<file path="src/hw/rtl/hnai_pkg.sv">
// hnai_pkg: shared types and constants of the hashed name absence index
// no dependencies
`default_nettype none
package hnai_pkg;
   localparam logic [63:0] FNV_BASIS = 64'hCBF29CE484222325;
   localparam logic [63:0] FNV_PRIME = 64'h00000100000001B3;

   typedef enum logic [2:0] {
      MODE_LIST  = 3'd0,
      MODE_DONE  = 3'd1,
      MODE_ERROR = 3'd2,
      MODE_QUERY = 3'd3,
      MODE_CLEAR = 3'd4
   } mode_type;

   localparam logic [2:0] VERDICT_PRESENT  = 3'd0;
   localparam logic [2:0] VERDICT_ABSENT   = 3'd1;
   localparam logic [2:0] VERDICT_FALLBACK = 3'd2;
   localparam logic [2:0] VERDICT_COMPLETE = 3'd3;
   localparam logic [2:0] VERDICT_FAILED   = 3'd4;

   // index status
   localparam logic [1:0] STATUS_OPEN      = 2'd0;
   localparam logic [1:0] STATUS_COMPLETE  = 2'd1;
   localparam logic [1:0] STATUS_UNCERTAIN = 2'd2;

   // commands from front to back
   typedef enum logic [2:0] {
      CMD_STORE = 3'd0,
      CMD_QUERY = 3'd1,
      CMD_DONE  = 3'd2,
      CMD_ERROR = 3'd3,
      CMD_CLEAR = 3'd4,
      CMD_FAIL  = 3'd5,
      CMD_SKIP  = 3'd6,
      CMD_FALLB = 3'd7
   } cmd_type;

   typedef struct packed {
      cmd_type     cmd;
      logic [63:0] hash;
   } job_type;
endpackage
`default_nettype wire

</file>
<file path="src/hw/rtl/hnai_front.sv">
// hnai_front: character checker and fnv-1a hasher, emits one job per name end or marker
// depends on hnai_pkg
`default_nettype none
module hnai_front
   import hnai_pkg::*;
#(
   parameter int MAX_NAME_LEN = 255
) (
   input  wire logic        clock,
   input  wire logic        reset,
   input  wire logic        in_valid,
   input  wire logic [2:0]  in_mode,
   input  wire logic [7:0]  in_char,
   input  wire logic        in_last,
   output logic             job_valid,
   output job_type          job,
   input  wire logic        job_ready,
   output logic             in_ready
);
   logic [63:0] hash_ff, hash_in;
   logic [8:0]  len_ff, len_in;
   logic        valid_ff, valid_in, dots_ff, dots_in;
   logic [63:0] mul;
   logic [7:0]  low;
   logic        allowed, ok, dotname, is_char;
   logic [8:0]  nlen;

   assign in_ready = job_ready;
   assign is_char = in_mode == MODE_LIST || in_mode == MODE_QUERY;
   assign allowed = (in_char >= 8'h61 && in_char <= 8'h7A) ||
                    (in_char >= 8'h41 && in_char <= 8'h5A) ||
                    (in_char >= 8'h30 && in_char <= 8'h39) ||
                    in_char == 8'h5F || in_char == 8'h2D || in_char == 8'h2E;
   assign low = (in_char >= 8'h41 && in_char <= 8'h5A) ? in_char + 8'd32 : in_char;
   // prime is sparse (bits 40, 8, 7, 5, 4, 1, 0), so the product is shifts and adds
   always_comb begin
      logic [63:0] x;
      x = hash_ff ^ {56'd0, low};
      mul = x + (x << 40) + (x << 8) + (x << 7) + (x << 5) + (x << 4) + (x << 1);
   end
   assign nlen = (len_ff <= 9'(MAX_NAME_LEN)) ? len_ff + 9'd1 : len_ff;
   // the arriving character is the last one of the name
   assign ok = valid_ff && allowed && nlen >= 9'd1 && nlen <= 9'(MAX_NAME_LEN)
               && in_char != 8'h2E;
   assign dotname = dots_ff && in_char == 8'h2E && (nlen == 9'd1 || nlen == 9'd2);

   always_comb begin
      hash_in = hash_ff; len_in = len_ff; valid_in = valid_ff;
      dots_in = dots_ff;
      job_valid = 1'b0; job.cmd = CMD_SKIP; job.hash = mul;
      if (in_valid && job_ready) begin
         if (is_char) begin
            hash_in = mul; len_in = nlen; valid_in = valid_ff && allowed;
            dots_in = dots_ff && in_char == 8'h2E;
            if (in_last) begin
               hash_in = FNV_BASIS; len_in = '0; valid_in = 1'b1;
               dots_in = 1'b1;
               job_valid = 1'b1;
               if (in_mode == MODE_LIST)
                  job.cmd = dotname ? CMD_SKIP : (ok ? CMD_STORE : CMD_FAIL);
               else
                  job.cmd = ok ? CMD_QUERY : CMD_FALLB;
            end
         end else begin
            unique case (in_mode)
               MODE_DONE:  begin job_valid = 1'b1; job.cmd = CMD_DONE; end
               MODE_ERROR: begin job_valid = 1'b1; job.cmd = CMD_ERROR; end
               MODE_CLEAR: begin
                  job_valid = 1'b1; job.cmd = CMD_CLEAR;
                  hash_in = FNV_BASIS; len_in = '0; valid_in = 1'b1;
                  dots_in = 1'b1;
               end
               default: ;
            endcase
         end
      end
   end

   always_ff @(posedge clock) begin
      if (reset) begin
         hash_ff <= FNV_BASIS; len_ff <= '0; valid_ff <= 1'b1;
         dots_ff <= 1'b1;
      end else begin
         hash_ff <= hash_in; len_ff <= len_in; valid_ff <= valid_in;
         dots_ff <= dots_in;
      end
   end
endmodule
`default_nettype wire

</file>
<file path="config.mk">
export PLATFORM = sky130hd
export DESIGN_NAME = hnai_front
export DESIGN_NICKNAME = d
export VERILOG_FILES = /design/src/hw/rtl/hnai_pkg.sv /design/src/hw/rtl/hnai_front.sv
export SDC_FILE = /design/constraint.sdc
export NUM_CORES = 1
export LEC_CHECK = 0
export ABC_CLOCK_PERIOD_IN_PS = 19900
export BUFFER_PORTS_ARGS = -buffer_cell sky130_fd_sc_hd__buf_2
export CAP_MARGIN = 20
export CORE_MARGIN = 2
export CORE_UTILIZATION = 51
export DETAILED_ROUTE_END_ITERATION = 10
export HOLD_SLACK_MARGIN = 0.12
export PLACE_DENSITY = 0.69
export SYNTH_ARGS = -nofsm -noshare
export SYNTH_HDL_FRONTEND = slang
export SYNTH_SLANG_ARGS = --single-unit
</file>
<file path="constraint.sdc">
create_clock -name clock -period 19.9 [get_ports clock]
set_input_delay 1.99 -clock clock [delete_from_list [all_inputs] [get_ports clock]]
set_output_delay 1.99 -clock clock [all_outputs]
set_load 0.02 [all_outputs]
</file>
==> results of run 1 <==
-- per-layer routing --
metal	vias to the layer above	global-route usage, %	routed length, um
met5	-	0	0
met4	0	7.32	755
met3	40	5.02	2300
met2	311	44.0	15800
met1	4878	36.8	14500
li1	4544	-	-
-- critical path, delay by kind of cell --
kind,cells,cell delay (ns)
AO/OA/AOI/OAI,7,2.17
XOR/XNOR,2,0.58
adder cells (fa/ha/maj),6,2.38
buffers and inverters,6,0.87
AND/OR/NAND/NOR,6,0.85
-- how the worst max path moves through the flow --
stage	from	endpoint	slack, ns
finish	in_char[5]	job[63]	9.05
global route	in_char[5]	job[63]	8.70
CTS	in_char[5]	job[63]	9.09
detailed placement	in_char[5]	job[58]	9.16
floorplan	in_char[0]	job[58]	10.04
global placement	in_char[5]	job[58]	9.22
-- cell type report --
type                       instances  share of cell area, %
tap                              330                   2.98
multi-input combinational       1039                   76.2
inverter                         158                   4.28
timing repair buffer              91                   3.42
sequential                        75                   10.8
clock inverter                     6                  0.651
clock buffer                       9                   1.63
-- synthesized netlist by cell type (all sizes together), types with 3 or more instances --
library cell | count | share of area (%)
nand2 | 101 | 2.9
nand4b | 4 | 0.27
nor4 | 5 | 0.24
a21oi | 83 | 3.2
and2 | 12 | 0.59
o21ai | 43 | 1.7
ha | 110 | 11
and3 | 16 | 0.83
o21bai | 16 | 0.93
nand4 | 10 | 0.49
dfxtp | 75 | 12
o21a | 6 | 0.35
o22ai | 4 | 0.19
a41oi | 6 | 0.47
buf | 5 | 0.31
nor2b | 6 | 0.29
nor2 | 80 | 2.3
fa | 251 | 39
a21boi | 3 | 0.17
xor2 | 34 | 2.3
nand2b | 8 | 0.39
nand3b | 4 | 0.23
a311oi | 4 | 0.27
a2111oi | 4 | 0.28
nor3b | 5 | 0.29
o211ai | 12 | 0.70
a21o | 39 | 2.3
a22oi | 25 | 1.5
and4 | 3 | 0.20
a31oi | 7 | 0.34
a211oi | 4 | 0.33
mux2i | 3 | 0.23
clkbuf | 44 | 1.3
xnor2 | 47 | 3.2
inv | 158 | 4.6
nor3 | 10 | 0.39
o31ai | 6 | 0.39
nand3 | 33 | 1.3
a22o | 12 | 0.82
-- sequential cells by signal, indices dropped and copies added (netlist names) --
signal	cells
len_ff	9
hash_ff	64
dots_ff	1
valid_ff	1
-- cells by family after synthesis --
logic type | synth area share [%]
adders and majority gates | 49.7
and+or+nand+nor | 11.1
AOI/OAI and AO/OA | 15.1
buffers and inverters | 6.59
xor gates and xnor gates | 5.51
DFF | 11.7
muxes | 0.320
-- per-stage QoR --
step                utilization [%]  instance area (um^2)  hold WS (ns)
floorplan                         -                 12900         0.416
global placement               54.2                 13500         0.430
detailed placement             54.2                 13500         0.433
CTS                            55.5                 13800         0.443
global route                   55.5                 13800         0.486
finish                         55.5                 13800         0.446
==> flow_summary.yaml, run 1 <==
drt:
  ant_nets: 0
  drt_iter0_drc: 643
  routed_wirelength_um: 33400
  drc: 0
  first_pass_iters: 5
  wl_per_cell_um: 19.5
  vias: 9773
  routed_via_density: 5.72
setup_path:
  worst_setup_path_start_kind: "input pin"
  cp.required_ns: 17.91
  crit_path_max_incr_delay_ns: 0.63
  r2r_start: "hash_ff[1]"
  path_class: "input pin to output pin"
  endpoint_kind: "output pin"
  reg2reg_setup_slack_ns: 13.36
  r2r_cells: 20
  crit_path_frequent_cell: "inv_1"
  path_max_fanout: 7
  cp_slowest_cell: "a311oi_1"
  regToRegEndpoint: "hash_ff[63]"
  cp.arrival_ns: 8.86
sta:
  worstMarginPinSlew_ns: 0.907
  fmax_ghz: 0.0922
  rsz0062_at_grt: "no"
  finalMaxSlewViolations: 0
  setup_tns_ns: 0
  period_share_pct: 54.5
  setup_viol: 0
  skew_ns: 0.00826
  fin_ws_ns: 9.05
  period_minus_slack_ns: 10.85
  slew_headroom_pct: 39.6
  hold_viol: 0
synthesis:
  ys_warn_count: 0
  async_flop_share_pct: 0
  synthFlopType: "dfxtp_1"
  synth_seq_area_share_pct: 11.7
  avgSynthCellArea_um2: 9.72
  syn_area_mm2: 0.0129
  syn_nets: 1703
  synth_edf_count: 0
  synth_cells: 1326
  ys_ff_latch: 75
  ys_types: 72
placement:
  io_buffer_count: 84
  dp_cells: 1693
  hpwl_um: 26700
  place_ws_ns: 9.16
  gp_congestion: 0.943
grt:
  grt_pass1_vias: 9979
  track_usage_pct: 26.8
  overflow: 0
  grt_antenna_before_repair: 0
  grt_max_degree: 48
  grt_pass1_wl_um: 54500
floorplan:
  rows: 58
  design.core.area_mm2: 0.0250
  die_w_um: 163
  die_area_mm2: 0.0266
  die_h_um: 163
  initial_utilization_pct: 51.6
  pin_count: 85
clock_network:
  clk_latency_ns: 0.36
  ctsResizeCount: 0
  cts_hold_buffers: 0
  cts-buffers-inserted: 9
  clk_pin_slew_ns: 0.07
  h-tree-depth: 3
  cts_root_buffer: "clkbuf_16"
  post_cts_buffers: 0
  clock-sinks: 75
  cts_tree: "built"
  clk_path_buf_depth: 2
run:
  maxCapViolations: 0
cells_and_area:
  final_cell_mix: "fa_1 (251), inv_1 (158), ha_1 (110), nand2_1 (101), buf_2 (84)"
  fillerInstances: 2248
  multi_input_area_mm2: 0.0106
  nNetsFinal: 1751
  area_delta_synth_final_pct: 7.47
  final_layout_size_suffix_gt1_share_pct: 9.00
  layout_commonest_cell: "fa_1"
  n_antenna_cell: 0
  fin_cells: 1708
  seq_area_mm2: 0.00150
min_path:
  whs_endpoint: "valid_ff"
  hp-class: "register to register"
  min_from: "valid_ff"
  holdPathStages: 2
run_status:
  outcome: "completed"
Power of run 1 is left out: the tool's default activity adds up to more than one toggle a clock period on the data nets, which glitch-free logic cannot reach.
==> run 2: changes to the inputs <==
- ABC_CLOCK_PERIOD_IN_PS: 19900 -> 9000
- PLACE_DENSITY: 0.69 -> 0.72
- clock period: 19.9 -> 9 ns (I/O delays scaled with it)
==> run 2 against run 1 <==
  * Global-route usage increased by 0.55 points
  * Routed wire length about the same
  * Core utilization increased by 0.12 points
  * Sequential cell count unchanged
  * Critical path depth increased by 2
  * Critical endpoint unchanged
  * Highest routed layer unchanged
==> flow_summary.yaml, run 2 (synthesis results as in run 1) <==
clock_network:
  cts_tree: "built"
  cts_root_buffer: "clkbuf_16"
  cts-buffers-inserted: 9
  clock-sinks: 75
  post_cts_buffers: 0
  clk_latency_ns: 0.36
  h-tree-depth: 3
  clk_path_buf_depth: 2
  clk_pin_slew_ns: 0.07
setup_path:
  cp_slowest_cell: "a311oi_1"
  path_max_fanout: 7
  crit_path_max_incr_delay_ns: 0.59
  path_class: "input pin to output pin"
  crit_path_frequent_cell: "inv_1"
  cp.depth: 29
  worst-path-buf-inv: 8
  cp.arrival_ns: 7.37
  cp.required_ns: 8.10
  r2r_cells: 20
  reg2reg_setup_slack_ns: 3.08
  worst_setup_path_start_kind: "input pin"
  critPathTopFamily: "adder cells"
  endpoint_kind: "output pin"
cells_and_area:
  reg.largest.list: "hash_ff: 64 flops, len_ff: 9 flops"
  final_cell_mix: "fa_1 (251), inv_1 (158), ha_1 (110), nand2_1 (101), buf_2 (84)"
  area_delta_synth_final_pct: 7.69
  final_layout_size_suffix_gt1_share_pct: 9.61
  n_antenna_cell: 0
  regMostFlops: "hash_ff"
  nNetsFinal: 1756
  largest_reg_flops: 64
  layout_commonest_cell: "fa_1"
drt:
  routed_via_density: 5.76
  ant_nets: 0
  vias: 9877
  drt_iter0_drc: 802
  routed_wirelength_um: 33300
  drc: 0
  first_pass_iters: 5
  wl_per_cell_um: 19.5
sta:
  setup_viol: 0
  period_share_pct: 91.8
  slew_headroom_pct: 42.5
  hold_viol: 0
  fmax_ghz: 0.121
  finalMaxSlewViolations: 0
  rsz0062_at_grt: "no"
  setup_tns_ns: 0
  period_minus_slack_ns: 8.27
  skew_ns: 0.0107
  worstMarginPinSlew_ns: 0.862
floorplan:
  die_h_um: 163
  pin_count: 85
  initial_utilization_pct: 51.6
  die_w_um: 163
  design.core.area_mm2: 0.0250
  die_area_mm2: 0.0266
  rows: 58
grt:
  grt_max_degree: 48
  grt_pass1_wl_um: 56100
  overflow: 0
  grt_antenna_before_repair: 0
  track_usage_pct: 27.4
  grt_pass1_vias: 10400
min_path:
  holdPathStages: 2
  hp-class: "register to register"
run:
  maxCapViolations: 0
placement:
  gp_congestion: 0.929
  io_buffer_count: 84
  hpwl_um: 26800
run_status:
  outcome: "completed"
## run 2: worst paths after layout
kind	startpoint	endpoint
setup / recovery	in_char[5]	job[63]
hold / removal	valid_ff	valid_ff
setup reg to reg	hash_ff[5]	hash_ff[63]
hold reg to reg	valid_ff	valid_ff
## run 2: tightest hold or removal path, stage by stage, from the launching register on
cell and delay [ns]:
dfxtp_1 0.31, nand2_1 0.05, nand2_1 0.04
## run 2: layer usage
layer / vias to the layer above / GRT usage (%) / wire length, um
li1: 4569 / - / -
met1: 4938 / 37.9 / 14400
met2: 310 / 45.1 / 16100
met3: 60 / 4.23 / 1990
met4: 0 / 7.68 / 815
met5: - / 0 / 0
## run 2: timing repair
| item | in CTS | in global routing |
|---|---|---|
| hold buffers | 0 | 0 |
| endpoints found under the setup margin | 0 | 1 |
| endpoints found under the hold margin | 0 | 0 |
| gates resized for setup | 0 | 3 |
## run 2: cell type report
cell class / instances / area (um^2)
Fill cell: 2261 / 11100
Timing Repair Buffer: 96 / 510
Clock inverter: 6 / 47.5
Clock buffer: 10 / 239
Multi-Input combinational cell: 1039 / 10600
Sequential cell: 75 / 1500
Tap cell: 330 / 413
Inverter: 158 / 593
## run 2: through the flow
step | worst slack [ns] | hold WS, ns | instances | utilization (%) | area [um^2]
detailed placement | 0.515 | 0.439 | 1698 | 54.4 | 13600
global placement | 0.614 | 0.430 | 1698 | 54.4 | 13600
global route | 0.256 | 0.494 | 1714 | 55.6 | 13900
floorplan | 1.32 | 0.416 | 1326 | - | 12900
finish | 0.735 | 0.450 | 1714 | 55.6 | 13900
CTS | 0.477 | 0.450 | 1714 | 55.5 | 13900
Power of run 2 is left out for the same reason.
