## src/hw/rtl/hnai_pkg.sv

```systemverilog
// hnai_pkg: shared types and constants of the hashed name absence index
// no dependencies
`default_nettype none
package hnai_pkg;
   localparam logic [63:0] FNV_BASIS = 64'hCBF29CE484222325;
   localparam logic [63:0] FNV_PRIME = 64'h00000100000001B3;

   typedef enum logic [2:0] {
      MODE_LIST  = 3'd0,
      MODE_DONE  = 3'd1,
      MODE_ERROR = 3'd2,
      MODE_QUERY = 3'd3,
      MODE_CLEAR = 3'd4
   } mode_type;

   localparam logic [2:0] VERDICT_PRESENT  = 3'd0;
   localparam logic [2:0] VERDICT_ABSENT   = 3'd1;
   localparam logic [2:0] VERDICT_FALLBACK = 3'd2;
   localparam logic [2:0] VERDICT_COMPLETE = 3'd3;
   localparam logic [2:0] VERDICT_FAILED   = 3'd4;

   // index status
   localparam logic [1:0] STATUS_OPEN      = 2'd0;
   localparam logic [1:0] STATUS_COMPLETE  = 2'd1;
   localparam logic [1:0] STATUS_UNCERTAIN = 2'd2;

   // commands from front to back
   typedef enum logic [2:0] {
      CMD_STORE = 3'd0,
      CMD_QUERY = 3'd1,
      CMD_DONE  = 3'd2,
      CMD_ERROR = 3'd3,
      CMD_CLEAR = 3'd4,
      CMD_FAIL  = 3'd5,
      CMD_SKIP  = 3'd6,
      CMD_FALLB = 3'd7
   } cmd_type;

   typedef struct packed {
      cmd_type     cmd;
      logic [63:0] hash;
   } job_type;
endpackage
`default_nettype wire

```

## src/hw/rtl/hnai_queue.sv

```systemverilog
// hnai_queue: small job fifo between front and back
// depends on hnai_pkg
`default_nettype none
module hnai_queue
   import hnai_pkg::*;
(
   input  wire logic clock,
   input  wire logic reset,
   input  wire logic wr_valid,
   input  job_type   wr_job,
   output logic      wr_ready,
   output logic      rd_valid,
   output job_type   rd_job,
   input  wire logic rd_take
);
   job_type     slot_ff [4];
   logic [1:0]  wp_ff, rp_ff;
   logic [2:0]  cnt_ff;
   logic        do_wr, do_rd;

   assign wr_ready = cnt_ff != 3'd4;
   assign rd_valid = cnt_ff != 3'd0;
   assign rd_job = slot_ff[rp_ff];
   assign do_wr = wr_valid && wr_ready;
   assign do_rd = rd_take && rd_valid;

   always_ff @(posedge clock) begin
      if (do_wr) slot_ff[wp_ff] <= wr_job;
      if (reset) begin
         wp_ff <= '0; rp_ff <= '0; cnt_ff <= '0;
      end else begin
         if (do_wr) wp_ff <= wp_ff + 2'd1;
         if (do_rd) rp_ff <= rp_ff + 2'd1;
         cnt_ff <= cnt_ff + {2'd0, do_wr} - {2'd0, do_rd};
      end
   end
endmodule
`default_nettype wire

```

## config.mk

```make
export PLATFORM = sky130hd
export DESIGN_NAME = hnai_queue
export DESIGN_NICKNAME = d
export VERILOG_FILES = /design/src/hw/rtl/hnai_pkg.sv /design/src/hw/rtl/hnai_queue.sv
export SDC_FILE = /design/constraint.sdc
export NUM_CORES = 1
export LEC_CHECK = 0
export BUFFER_PORTS_ARGS = -buffer_cell sky130_fd_sc_hd__buf_2
export CAP_MARGIN = 25
export CELL_PAD_IN_SITES_DETAIL_PLACEMENT = 1
export CELL_PAD_IN_SITES_GLOBAL_PLACEMENT = 1
export CORE_ASPECT_RATIO = 1.75
export CORE_MARGIN = 4
export CORE_UTILIZATION = 35
export DETAILED_ROUTE_END_ITERATION = 10
export PLACE_DENSITY_LB_ADDON = 0.1
export RECOVER_POWER = 25
export SYNTH_ARGS = -nofsm -noshare
export SYNTH_HDL_FRONTEND = slang
export SYNTH_SLANG_ARGS = --single-unit
```

## constraint.sdc

```tcl
create_clock -name clock -period 5.8 [get_ports clock]
set_clock_uncertainty 0.1 [all_clocks]
set_input_delay 1.16 -clock clock [delete_from_list [all_inputs] [get_ports clock]]
set_output_delay 1.16 -clock clock [all_outputs]
set_load 0.1 [all_outputs]
```

==> results of run 1 <==
[layer usage]
metal  GRT usage [%]  vias to the layer above
li1                -                     2012
met2           24.35                      111
met3           2.349                       35
met5               0                        -
met1           14.79                     2420
met4           4.026                        2
[path summary, 6_finish.rpt]
| check | cells past startpoint | slack, ns | to |
|---|---|---|---|
| setup / recovery | 3 | 2.13 | rd_job[40] |
| hold / removal | 2 | 0.42 | wp_ff[1] |
| setup reg to reg | 4 | 2.99 | slot_ff[2][12] |
| hold reg to reg | 2 | 0.42 | wp_ff[1] |
[synthesized netlist by cell type]
cell type | count | area [um^2]
clkbuf_1 | 1 | 3.750
mux4_2 | 67 | 1509
o311ai_0 | 1 | 8.760
buf_1 | 3 | 11.26
a21boi_1 | 1 | 7.510
buf_4 | 3 | 22.52
and2_1 | 5 | 31.28
mux2_2 | 1 | 11.26
dfxtp_1 | 9 | 180.2
nand2_1 | 1 | 3.750
nor3_1 | 1 | 5.000
ha_1 | 6 | 75.07
nor2b_1 | 1 | 6.260
nor2_1 | 8 | 30.03
xnor2_1 | 1 | 8.760
buf_6 | 1 | 11.26
xor2_1 | 2 | 17.52
mux2i_1 | 1 | 10.01
edfxtp_1 | 268 | 8048
buf_2 | 4 | 20.02
fa_1 | 1 | 20.02
inv_1 | 5 | 18.77
nand2b_1 | 2 | 12.51
o31a_1 | 1 | 8.760
buf_12 | 4 | 80.08
or3_1 | 1 | 6.260
[cells in the final DEF (no fill, tap or decap), types with 2 or more instances in the layout]
| cell | count |
|---|---|
| mux4_2 | 67 |
| dfxtp_1 | 7 |
| nand2b_1 | 2 |
| inv_1 | 5 |
| buf_2 | 96 |
| clkbuf_1 | 45 |
| edfxtp_1 | 268 |
| xor2_1 | 2 |
| and2_4 | 4 |
| bufinv_16 | 3 |
| clkinv_2 | 7 |
| clkbuf_16 | 27 |
| buf_4 | 6 |
| dfxtp_4 | 2 |
| ha_1 | 6 |
| clkinv_1 | 8 |
| nor2_1 | 8 |
[per-stage QoR]
stage | worst slack, ns | std cells | cell area (um^2)
6_report | 2.135 | 957 | 12090
5_1_grt | 1.963 | 956 | 12090
4_1_cts | 1.544 | 955 | 12120
3_5_place_dp | 2.127 | 907 | 11280
3_3_place_gp | 2.137 | 906 | 11250
2_1_floorplan | 2.122 | 399 | 10170
[state kept, by name, summed over array words and instances, names as in the netlist, named ones only]
name / cells
cnt_ff: 3
rp_ff: 2
slot_ff: 268
wp_ff: 2
[worst min-delay path, cell delays in order, from the launching register on]
cell      delay, ns
dfxtp_1        0.34
nand2b_1       0.08
mux2i_1        0.05
[kinds of logic after synthesis]
| family | synth area share [%] |
|---|---|
| fa+ha+maj | 0.9353 |
| flops | 80.93 |
| buf+inv | 1.649 |
| mux | 15.05 |
| xor+xnor | 0.2585 |
| compound gates | 0.2462 |
| simple gates | 0.9353 |
[area by class of cell]
cell class / count / area, um^2
antenna: 1 / 2.502
clock buffer: 29 / 683.2
clock inverter: 19 / 162.7
fill: 2692 / 16530
inverter: 5 / 18.77
multi-input combinational: 101 / 1782
sequential: 277 / 8235
tap: 378 / 473.0
timing repair buffer: 147 / 734.5
==> impl_metrics.csv, run 1 <==
group,metric,value,unit
synth,syn_inst,399,
route,highest_layer,"met5",
synth,ys_seq_elements,277,
setup_path,crit_family,"buffers and inverters",
route,viasPerCell,4.786,
hold_path,min_path_type,"flip-flop to flip-flop",
route,met2_length,11540,um
sta,rsz0062_at_grt,"false",
route,route.vias.total,4580,
sta,max_freq,272.8,MHz
grt,antenna_found_initial,1,
setup_path,path_cells,"buf_4 -> mux4_2 -> buf_2",
floorplan,dieArea,31950,um^2
synth,ys_seq_area_share,80.93,%
clocking,cts_tree,"done",
sta,final.setup.tns,0,ns
setup_path,critPathArrivalTime,2.41,ns
setup_path,path_class,"flip-flop to output port",
clocking,cts_setup_buffers,0,
clocking,cts_root_buffer,"clkbuf_16",
place,io_buffer_count,139,
route,post_drt_wl_per_cell,21.74,um
route,met1_length,7831,um
run,drv_cap,0,
cells_and_area,final_util,42.24,%
setup_path,critical_path_required,4.54,ns
clocking,htreeDepth,1,
setup_path,cp-end-kind,"output port",
sta,relSlewSlack,44.61,%
grt,grt_max_degree,49,
clocking,clkTransAtPathRegs,0.06,ns
setup_path,path_max_fanout,19,
place,gp_congestion,0.6612,
setup_path,timing.rr.start,"cnt_ff[1]",
run_status,status,"complete, no violations",
grt,grt_pass1_vias,5189,
route,drt_pass1_iterations,4,
floorplan,die_x,136.8,um
sta,whs,0.4228,ns
floorplan,fp-row-count,82,
sta,worstMarginPinSlew,0.8309,ns
clocking,clk_latency,0.52,ns
sta,finalCritPeriodShare,63.20,%
synth,syn_area,10170,um^2
clocking,cts_hold_buf,0,
cells_and_area,syn_to_final_growth,18.93,%
clocking,numCtsBuffers,26,
sta,min_period,3.665,ns
sta,setup-violations-final,0,
clocking,clock-sinks,277,
synth,ys_warn_count,0,
floorplan,die_y,233.5,um
grt,grt_usage,12.99,%
cells_and_area,nets,636,
synth,synth_cell_type_count,26,
setup_path,cp.buffers_inverters,2,
sta,slew_violations,0,
route,final_antenna_net_count,0,
route,dr_wl_met3,983,um
setup_path,slowest_delay,0.61,ns
cells_and_area,drive_above_1_share,37.37,%
setup_path,cp_slowest_cell,"dfxtp_4",
synth,synth_fp_nets,477,
grt,grt_remaining_overflow,0,
clocking,cts_resized,0,
floorplan,start_util,35.52,%
floorplan,pin_count,140,
clocking,cts_max_path_buffers,3,
floorplan,core_region_area,28630,um^2
hold_path,hp-start,"wp_ff[1]",
grt,grt_pass1_wl,31060,um
setup_path,startpoint_type,"flip-flop",
sta,finalHoldViolCount,0,
route,drc,0,
place,dpl.hpwl,12470,um
synth,syn_area_per_cell,25.48,um^2
route,routed_wirelength,20810,um
route,drt_iter0_drc,192,
Power of run 1 is not shown: default switching activity piles up to over one toggle a cycle in this logic, so the estimate is an artifact.
==> run 2, diff against run 1 <==
clock period = 3.6 ns   (was 5.8 ns; I/O delays follow)
==> run 2 against run 1 <==
Effect of this change:
- flip-flop and latch count stayed put
- via count is 0.31% higher
- die area unchanged
- design area grew 1.1%
- global-route usage rose by 0.47 points
==> impl_metrics.csv, run 2 (synthesis results as in run 1) <==
group,metric,value,unit
clocking,cts_root_buffer,"clkbuf_16",
grt,grt_usage,13.46,%
route,drt_iter0_drc,218,
cells_and_area,drive_above_1_share,38.08,%
setup_path,r2r_end,"cnt_ff[2]",
run_status,status,"complete, no violations",
clocking,cts_resized,0,
sta,finalHoldViolCount,0,
hold_path,min_path_type,"input pin to flip-flop",
setup_path,crit_end,"rd_job[49]",
sta,worstMarginPinSlew,0.5688,ns
sta,finalCritPeriodShare,87.99,%
place,dpl.hpwl,13170,um
floorplan,die_y,233.5,um
cells_and_area,final_util,42.70,%
setup_path,timing.rr.start,"cnt_ff[1]",
setup_path,path_cells,"buf_4 -> mux4_2 -> buf_2",
clocking,numCtsBuffers,26,
clocking,cts_hold_buf,0,
floorplan,start_util,35.52,%
clocking,htreeDepth,1,
route,route.vias.total,4594,
cells_and_area,layout_common_cells,"edfxtp_1 (268), buf_2 (98), mux4_2 (67), clkbuf_1 (45), clkbuf_16 (27)",
sta,rsz0062_at_grt,"false",
floorplan,pin_count,140,
setup_path,critPathArrivalTime,2.35,ns
sta,setup-violations-final,0,
route,drt_pass1_iterations,5,
floorplan,fp-row-count,82,
route,highest_layer,"met4",
cells_and_area,final_common_cell,"edfxtp_1",
cells_and_area,antenna_cells,0,
sta,min_period,3.168,ns
clocking,clock-sinks,277,
setup_path,path_class,"flip-flop to output port",
cells_and_area,fill_cells,2693,
cells_and_area,syn_to_final_growth,20.22,%
setup_path,ff2ff_path_depth,11,
setup_path,slowest_delay,0.67,ns
setup_path,cp-end-kind,"output port",
route,routed_wirelength,20900,um
grt,grt_remaining_overflow,0,
cells_and_area,design_area,12220,um^2
setup_path,startpoint_type,"flip-flop",
run,drv_cap,0,
setup_path,cp_slowest_cell,"dfxtp_4",
place,io_buffer_count,139,
route,met1_length,7581,um
place,place_area,11400,um^2
route,dr_wl_met3,1134,um
setup_path,r2r_setup_slack,0.90,ns
sta,slew_violations,0,
place,gp_congestion,0.6848,
cells_and_area,regMostFlops,"slot_ff",
grt,grt_pass1_wl,31920,um
grt,grt_pass1_vias,5322,
route,final_antenna_net_count,0,
clocking,cts_setup_buffers,0,
route,drc,0,
sta,final.setup.tns,0,ns
route,viasPerCell,4.780,
route,met2_length,11750,um
grt,grt_max_degree,39,
clocking,cts_tree,"done",
cells_and_area,largest_register_ffs,268,
cells_and_area,nets,641,
cells_and_area,reg_top3,"slot_ff: 268 flops, cnt_ff: 3 flops",
setup_path,critical_path_required,2.78,ns
grt,antenna_found_initial,0,
sta,max_freq,315.7,MHz
floorplan,dieArea,31950,um^2
route,post_drt_wl_per_cell,21.75,um
setup_path,path_max_fanout,21,
floorplan,die_x,136.8,um
clocking,clkTransAtPathRegs,0.06,ns
clocking,clk_latency,0.53,ns
floorplan,core_region_area,28630,um^2
clocking,cts_max_path_buffers,3,
sta,relSlewSlack,62.08,%
[run 2: cell count changes in the layout (fill, tap and decap cells not counted), sizes merged]
| cell | previous run | this run |
|---|---|---|
| diode | 1 | 0 |
| bufinv | 3 | 2 |
| clkbuf | 72 | 78 |
| clkinv | 15 | 8 |
| buf | 104 | 111 |
[run 2: worst max-delay path, delay by kind of cell (launching register included)]
family	cells	cell delay, ns
buf+inv	2	0.61
flops	1	0.67
mux	1	0.53
[run 2: metal layers]
layer  vias to the layer above  GRT usage (%)
met5                         -              0
met4                         0          4.120
met3                        30          2.737
met2                       107          25.22
met1                      2441          15.17
li1                       2016              -
[run 2: worst min-delay path by stage]
stage               depth (start not counted)        from             end
floorplan                                   2    wp_ff[1]        wp_ff[1]
global placement                            2    wp_ff[1]        wp_ff[1]
detailed placement                          2    rp_ff[1]       flip-flop
CTS                                         1  wr_job[13]  slot_ff[0][13]
global route                                1  wr_job[31]  slot_ff[0][31]
finish                                      1   wr_job[0]   slot_ff[2][0]
[run 2: layout make-up]
type	count	area, um^2	area share, %
clock buffer	37	773.2	6.326
clock inverter	11	98.84	0.8087
inverter	5	18.77	0.1535
multi-input combinational	101	1782	14.58
sequential	277	8235	67.38
tap	378	473.0	3.869
timing repair buffer	152	842.1	6.889
[run 2: stage by stage]
| stage | setup slack, ns | std cells | hold slack, ns |
|---|---|---|---|
| 3_5_place_dp | 0.6767 | 913 | 0.4190 |
| 4_1_cts | 0.3418 | 961 | 0.2747 |
| 6_report | 0.4322 | 961 | 0.3145 |
| 5_1_grt | 0.2750 | 961 | 0.3021 |
| 2_1_floorplan | 0.3616 | 399 | 0.3820 |
| 3_3_place_gp | 0.7999 | 913 | 0.3930 |
Power of run 2 is left out for the same reason.
==> run 3, diff against run 2 <==
CORE_ASPECT_RATIO = 0.9   (was 1.75)
PLACE_DENSITY = 0.59   (was unset)
PLACE_DENSITY_LB_ADDON = unset   (was 0.1)
==> run 3 against run 2 <==
Effect of this change:
- non-clock buffer count shrank 2
- sequential share of layout area shrank 0.13 points
- first-iteration DRC count shrank 22%
- maximum frequency shrank 1.1%
==> impl_metrics.csv, run 3 (synthesis results as in run 1) <==
group,metric,value,unit
clocking,cts_hold_buf,0,
setup_path,cp-end-kind,"output port",
grt,grt_usage,12.83,%
cells_and_area,multiInputGateArea,1782,um^2
clocking,clk_latency,0.53,ns
cells_and_area,largest_register_ffs,268,
cells_and_area,antenna_cells,0,
cells_and_area,reg_top3,"slot_ff: 268 flops, cnt_ff: 3 flops",
grt,grt_pass1_wl,31480,um
setup_path,path_max_fanout,23,
cells_and_area,syn_to_final_growth,20.45,%
clocking,numCtsBuffers,29,
grt,antenna_found_initial,3,
run_status,status,"complete, no violations",
clocking,cts_tree,"done",
setup_path,critPathArrivalTime,2.38,ns
sta,finalHoldViolCount,0,
clocking,cts_max_path_buffers,3,
clocking,cts_setup_buffers,0,
cells_and_area,final_common_cell,"edfxtp_1",
sta,final.setup.tns,0,ns
cells_and_area,final_util,43.27,%
place,place_area,11360,um^2
sta,whs,0.3021,ns
run,drv_cap,0,
cells_and_area,fill_cells,2631,
place,dpl.hpwl,12450,um
clocking,cts_root_buffer,"clkbuf_16",
setup_path,critical_path_required,2.78,ns
setup_path,ff2ff_path_depth,12,
floorplan,core_region_area,28300,um^2
cells_and_area,regArea,8235,um^2
hold_path,min_path_type,"input pin to flip-flop",
route,route.vias.total,4622,
cells_and_area,regMostFlops,"slot_ff",
sta,finalCritPeriodShare,88.98,%
clocking,clock-sinks,277,
hold_path,whs_path_depth,1,
route,final_antenna_net_count,0,
clocking,clkTransAtPathRegs,0.05,ns
route,post_drt_wl_per_cell,21.68,um
floorplan,start_util,35.92,%
cells_and_area,layout_common_cells,"edfxtp_1 (268), buf_2 (98), mux4_2 (67), clkbuf_1 (47), clkbuf_16 (29)",
place,io_buffer_count,139,
cells_and_area,nets,642,
route,viasPerCell,4.896,
sta,worstMarginPinSlew,0.5954,ns
route,drc,0,
place,gp_congestion,0.6687,
route,routed_wirelength,20470,um
grt,grt_remaining_overflow,0,
grt,grt_max_degree,52,
setup_path,startpoint_type,"flip-flop",
route,drt_pass1_iterations,5,
sta,setup-violations-final,0,
sta,max_freq,312.2,MHz
sta,relSlewSlack,60.31,%
grt,grt_pass1_vias,5290,
sta,rsz0062_at_grt,"false",
sta,min_period,3.203,ns
clocking,htreeDepth,1,
clocking,cts_resized,0,
floorplan,dieArea,31840,um^2
floorplan,fp-row-count,58,
floorplan,pin_count,140,
sta,slew_violations,0,
floorplan,die_y,169.7,um
setup_path,path_class,"flip-flop to output port",
floorplan,die_x,187.7,um
cells_and_area,drive_above_1_share,38.36,%
route,drt_iter0_drc,170,
cells_and_area,design_area,12250,um^2
==> run 3: cell count changes in the layout (fill, tap and decap cells not counted), sizes merged <==
cell	delta
clkinvlp	-1
buf	-2
clkbuf	+2
bufinv	+1
clkinv	+1
==> run 3: path summary, 6_finish.rpt <==
kind	startpoint	end	slack [ns]
max	flip-flop	rd_job[46]	0.40
min	wr_job[22]	slot_ff[1][22]	0.30
max reg2reg	cnt_ff[1]	cnt_ff[2]	1.12
min reg2reg	wp_ff[1]	wp_ff[1]	0.44
==> run 3: area by class of cell <==
cell class,instances,area share (%)
Sequential cell,277,67.25
Multi-Input combinational cell,101,14.55
Timing Repair Buffer,150,6.753
Clock buffer,39,6.559
Tap cell,360,3.678
Clock inverter,12,1.063
Inverter,5,0.1532
==> run 3: per-stage QoR <==
| stage | cells | setup slack, ns |
|---|---|---|
| final | 944 | 0.3966 |
| after global routing | 944 | 0.2206 |
| after CTS | 944 | 0.2942 |
| after detailed placement | 893 | 0.8813 |
| after global placement | 893 | 0.9105 |
| after floorplan | 399 | 0.3616 |
==> run 3: worst max-delay path, stage by stage (launching register included) <==
cell     delay, ns
dfxtp_4       0.66
buf_12        0.28
mux4_2        0.56
buf_2         0.32
==> run 3: layer usage <==
metal	GRT usage [%]	part of all wire (%)	vias to the layer above
met3	3.908	6.8	38
met2	21.29	48	143
met4	3.255	2.3	6
li1	-	-	2024
met5	0	0.19	-
met1	16.77	43	2411
Power of run 3 is left out for the same reason.
